--- src/rtl/gwm_ram.sv ---
// Generic single-write, single-read RAM with registered read data.
`timescale 1ns / 1ps
module gwm_ram #(
  parameter int WIDTH = 8,
  parameter int DEPTH = 16
) (
  input  logic                     clk_i,
  input  logic                     we_i,
  input  logic [$clog2(DEPTH)-1:0] waddr_i,
  input  logic [WIDTH-1:0]         wdata_i,
  input  logic [$clog2(DEPTH)-1:0] raddr_i,
  output logic [WIDTH-1:0]         rdata_o
);

  logic [WIDTH-1:0] mem [DEPTH];
  logic [WIDTH-1:0] rdata_q;

  // write port and registered read port
  always_ff @(posedge clk_i) begin
    if (we_i) begin
      mem[waddr_i] <= wdata_i;
    end
    rdata_q <= mem[raddr_i];
  end

  assign rdata_o = rdata_q;

endmodule

--- config.mk ---
export PLATFORM = sky130hd
export DESIGN_NAME = gwm_ram
export DESIGN_NICKNAME = d
export VERILOG_FILES = /design/src/rtl/gwm_ram.sv
export SDC_FILE = /design/constraint.sdc
export NUM_CORES = 1
export LEC_CHECK = 0
export BUFFER_PORTS_ARGS = -buffer_cell sky130_fd_sc_hd__buf_4
export CAP_MARGIN = 20
export CORE_ASPECT_RATIO = 1.75
export CORE_UTILIZATION = 40
export CTS_BUF_LIST = sky130_fd_sc_hd__clkbuf_16
export CTS_CLUSTER_SIZE = 20
export DETAILED_ROUTE_END_ITERATION = 8
export GPL_TIMING_DRIVEN = 0
export PLACE_DENSITY = 0.65
export SLEW_MARGIN = 10
export SYNTH_ARGS = -nofsm -noshare
export SYNTH_HDL_FRONTEND = slang
export SYNTH_SLANG_ARGS = --single-unit
--- constraint.sdc ---
create_clock -name clk_i -period 1.5 [get_ports clk_i]
set_input_delay 0.075 -clock clk_i [delete_from_list [all_inputs] [get_ports clk_i]]
set_output_delay 0.075 -clock clk_i [all_outputs]
set_load 0.05 [all_outputs]
==> impl_metrics.csv <==
group,metric,value,unit
pwr,p_leak,2.07,nW
timing,finalSetupViolCount,0,
layout,nFillCells,1008,
place,place.gp.congestion,0.776,
worst_setup_path,worstPathArrival,1740,ps
worst_setup_path,worst_setup_path_start_kind,"register",
clock_tree,ctsHtreeMaxLevel,4,
layout,nets,297,
timing,fin_crit_sh,0.971,
timing,timing.fmax,687,MHz
synthesis,synth-simple-area-share,0.0318,
layout,layout_common_cells,"128 x edfxtp_1, 25 x buf_4, 18 x mux4_2",
clock_tree,cts-resized-gates,0,
pwr,power.density,1400,mW/mm2
worst_setup_path,slowest_delay,570,ps
timing,slew_headroom,0.424,
worst_setup_path,timing.critical_path.buf_inv,0,
timing,finalHoldViolCount,0,
status,outcome,"completed",
worst_setup_path,cp_top_family,"multiplexers",
synthesis,yosys_warnings,0,
flow_run,drv_cap,0,
clock_tree,postCtsSetupBuffers,0,
clock_tree,path_clk_slew,50,ps
synthesis,synthCells,229,
routing,drt-total-wl,9760,um
synthesis,synth_edf_count,128,
grt,grt_use_total,0.164,
synthesis,synthDistinctLibCells,19,
routing,dr.pass1.iters,5,
synthesis,synthTopCellsByArea,"edfxtp_1 75%, mux4_2 7.9%, mux4_1 7.1%",
routing,routedWlPerCell,21.2,um
routing,drc,0,
layout,seq_area,0.00400,mm2
clock_tree,ctsHoldBuffers,6,
worst_setup_path,criticalPathCategory,"register to register",
routing,drtIter0Drc,254,
timing,skew,6.06,ps
routing,vias,2432,
grt,antenna_found_initial,0,
grt,grt_start_max_net_pins,17,
layout,drive_gt1_frac,0.277,
grt,grt-ovfl-total,0,
die,rows,54,
timing,tightest_slew,860,ps
pwr,max-vdd-ir-drop,679,uV
worst_setup_path,crit_chain,"mux4_1, a22oi_1, nand2_1",
timing,final_max_slew_viol_count,0,
place,numPortBuffers,24,
pwr,power,8.60,mW
grt,grt_pass1_wl,14600,um
layout,num_antenna_cells,0,
worst_setup_path,crit_cells,3,
synthesis,synth_fa_ha_area_frac,0,
grt,grt_pass1_vias,2510,
synthesis,synth_top_area_frac,0.747,
synthesis,synth_xor_area_frac,0,
die,coreArea,0.0125,mm2
layout,final_design_area_no_fill,0.00616,mm2
worst_setup_path,critPathMaxFanout,1,
synthesis,synth_top_family_by_area,"multiplexers",
synthesis,synth_top_area_cell,"edfxtp_1",
routing,viasPerCell,5.29,
clock_tree,insertion_delay,410,ps
clock_tree,cts.sinks,136,
clock_tree,numCtsBuffers,17,
worst_setup_path,required,1780,ps
synthesis,syn_avg_cell_area,22.5,um2
layout,final_common_cell,"edfxtp_1",
routing,ant_nets,0,
layout,synthToLayoutAreaGrowth,19.8,%
die,dieArea,0.0133,mm2
place,hpwl,6580,um
synthesis,synth_nets,247,
die,die_y,152,um
clock_tree,clockBufferDepth,2,
worst_setup_path,reg2regPathDepth,3,
worst_hold_path,min_path_cells,1,
synthesis,synth.area.mux_share,0.150,
synthesis,synth_compound_area_frac,0.0233,
synthesis,yosysSeqAreaShare,0.778,
timing,finalCriticalPeriod,1460,ps
synthesis,ys_ff_latch,136,
layout,multiInputGateArea,0.00107,mm2
timing,setup_tns,0,ps
synthesis,async_reset_ff_frac,0,
die,start_util,0.412,
die,die_w,87.8,um
worst_setup_path,cp_slowest_cell,"mux4_1",
die,io_pins,26,
timing,rsz0062_at_grt,"false",
synthesis,synth_area,0.00515,mm2
worst_setup_path,cp-end-kind,"register",
place,placed_area,0.00556,mm2
worst_hold_path,hp-class,"primary input to register",
clock_tree,cts_tree,"yes",
clock_tree,ctsRootBufferMaster,"clkbuf_16",
synthesis,synthFlopType,"edfxtp_1",
timing,whs,3.07,ps
==> per-stage QoR <==
step	setup slack, ps	std cells	utilization
3_3_place_gp	-380	421	0.443
5_1_grt	33.3	460	0.493
3_5_place_dp	-313	422	0.445
6_report	43.8	460	0.493
4_1_cts	46.1	460	0.493
2_1_floorplan	159	229	-
==> layout make-up <==
class	count	share of cell area
Sequential cell	136	0.649
Multi-Input combinational cell	83	0.174
Clock buffer	17	0.0690
Timing Repair Buffer	31	0.0398
Tap cell	168	0.0341
Clock inverter	15	0.0197
Buffer	10	0.0140
==> synth_stat cells (2+ instances only) <==
cell / n
a22oi_1: 16
nand2b_1: 2
clkdlybuf4s25_2: 3
dfxtp_1: 8
nand3b_1: 2
mux4_1: 14
edfxtp_1: 128
mux4_2: 18
nor2_1: 13
nand2_1: 9
nor3_1: 4
buf_6: 3
buf_2: 3
==> where the power goes <==
part	switching (mW)	total [mW]	internal (mW)
clock	1.42	3.80	2.38
combinational	0.325	0.533	0.208
sequential	0.0198	4.27	4.25
total	1.76	8.60	6.84
==> layer usage <==
| layer | up-vias | global-route usage | routed length, um |
|---|---|---|---|
| met4 | 0 | 0.0882 | 240 |
| met2 | 88 | 0.286 | 5540 |
| met5 | - | 0 | 0 |
| li1 | 1068 | - | - |
| met1 | 1262 | 0.176 | 3480 |
| met3 | 14 | 0.0429 | 503 |
==> flip-flops by register name, summed over array words and instances, names as in the netlist <==
name and flops:
mem 128, rdata_o 8
==> cell families (layout without fill, tap and decap cells) <==
group           after synthesis  after routing
flops                       136            136
simple gates                 35             35
mux                          32             32
compound gates               16             16
buf+inv                      10             73
==> final timing paths <==
check               endpoint  slack, ps       start
setup / recovery  rdata_o[3]         40   mem[2][3]
hold / removal     mem[0][2]          3  wdata_i[2]
setup reg to reg  rdata_o[3]         40   mem[2][3]
hold reg to reg   rdata_o[6]        700  mem[10][6]
Power figures use the tool's default switching activity.
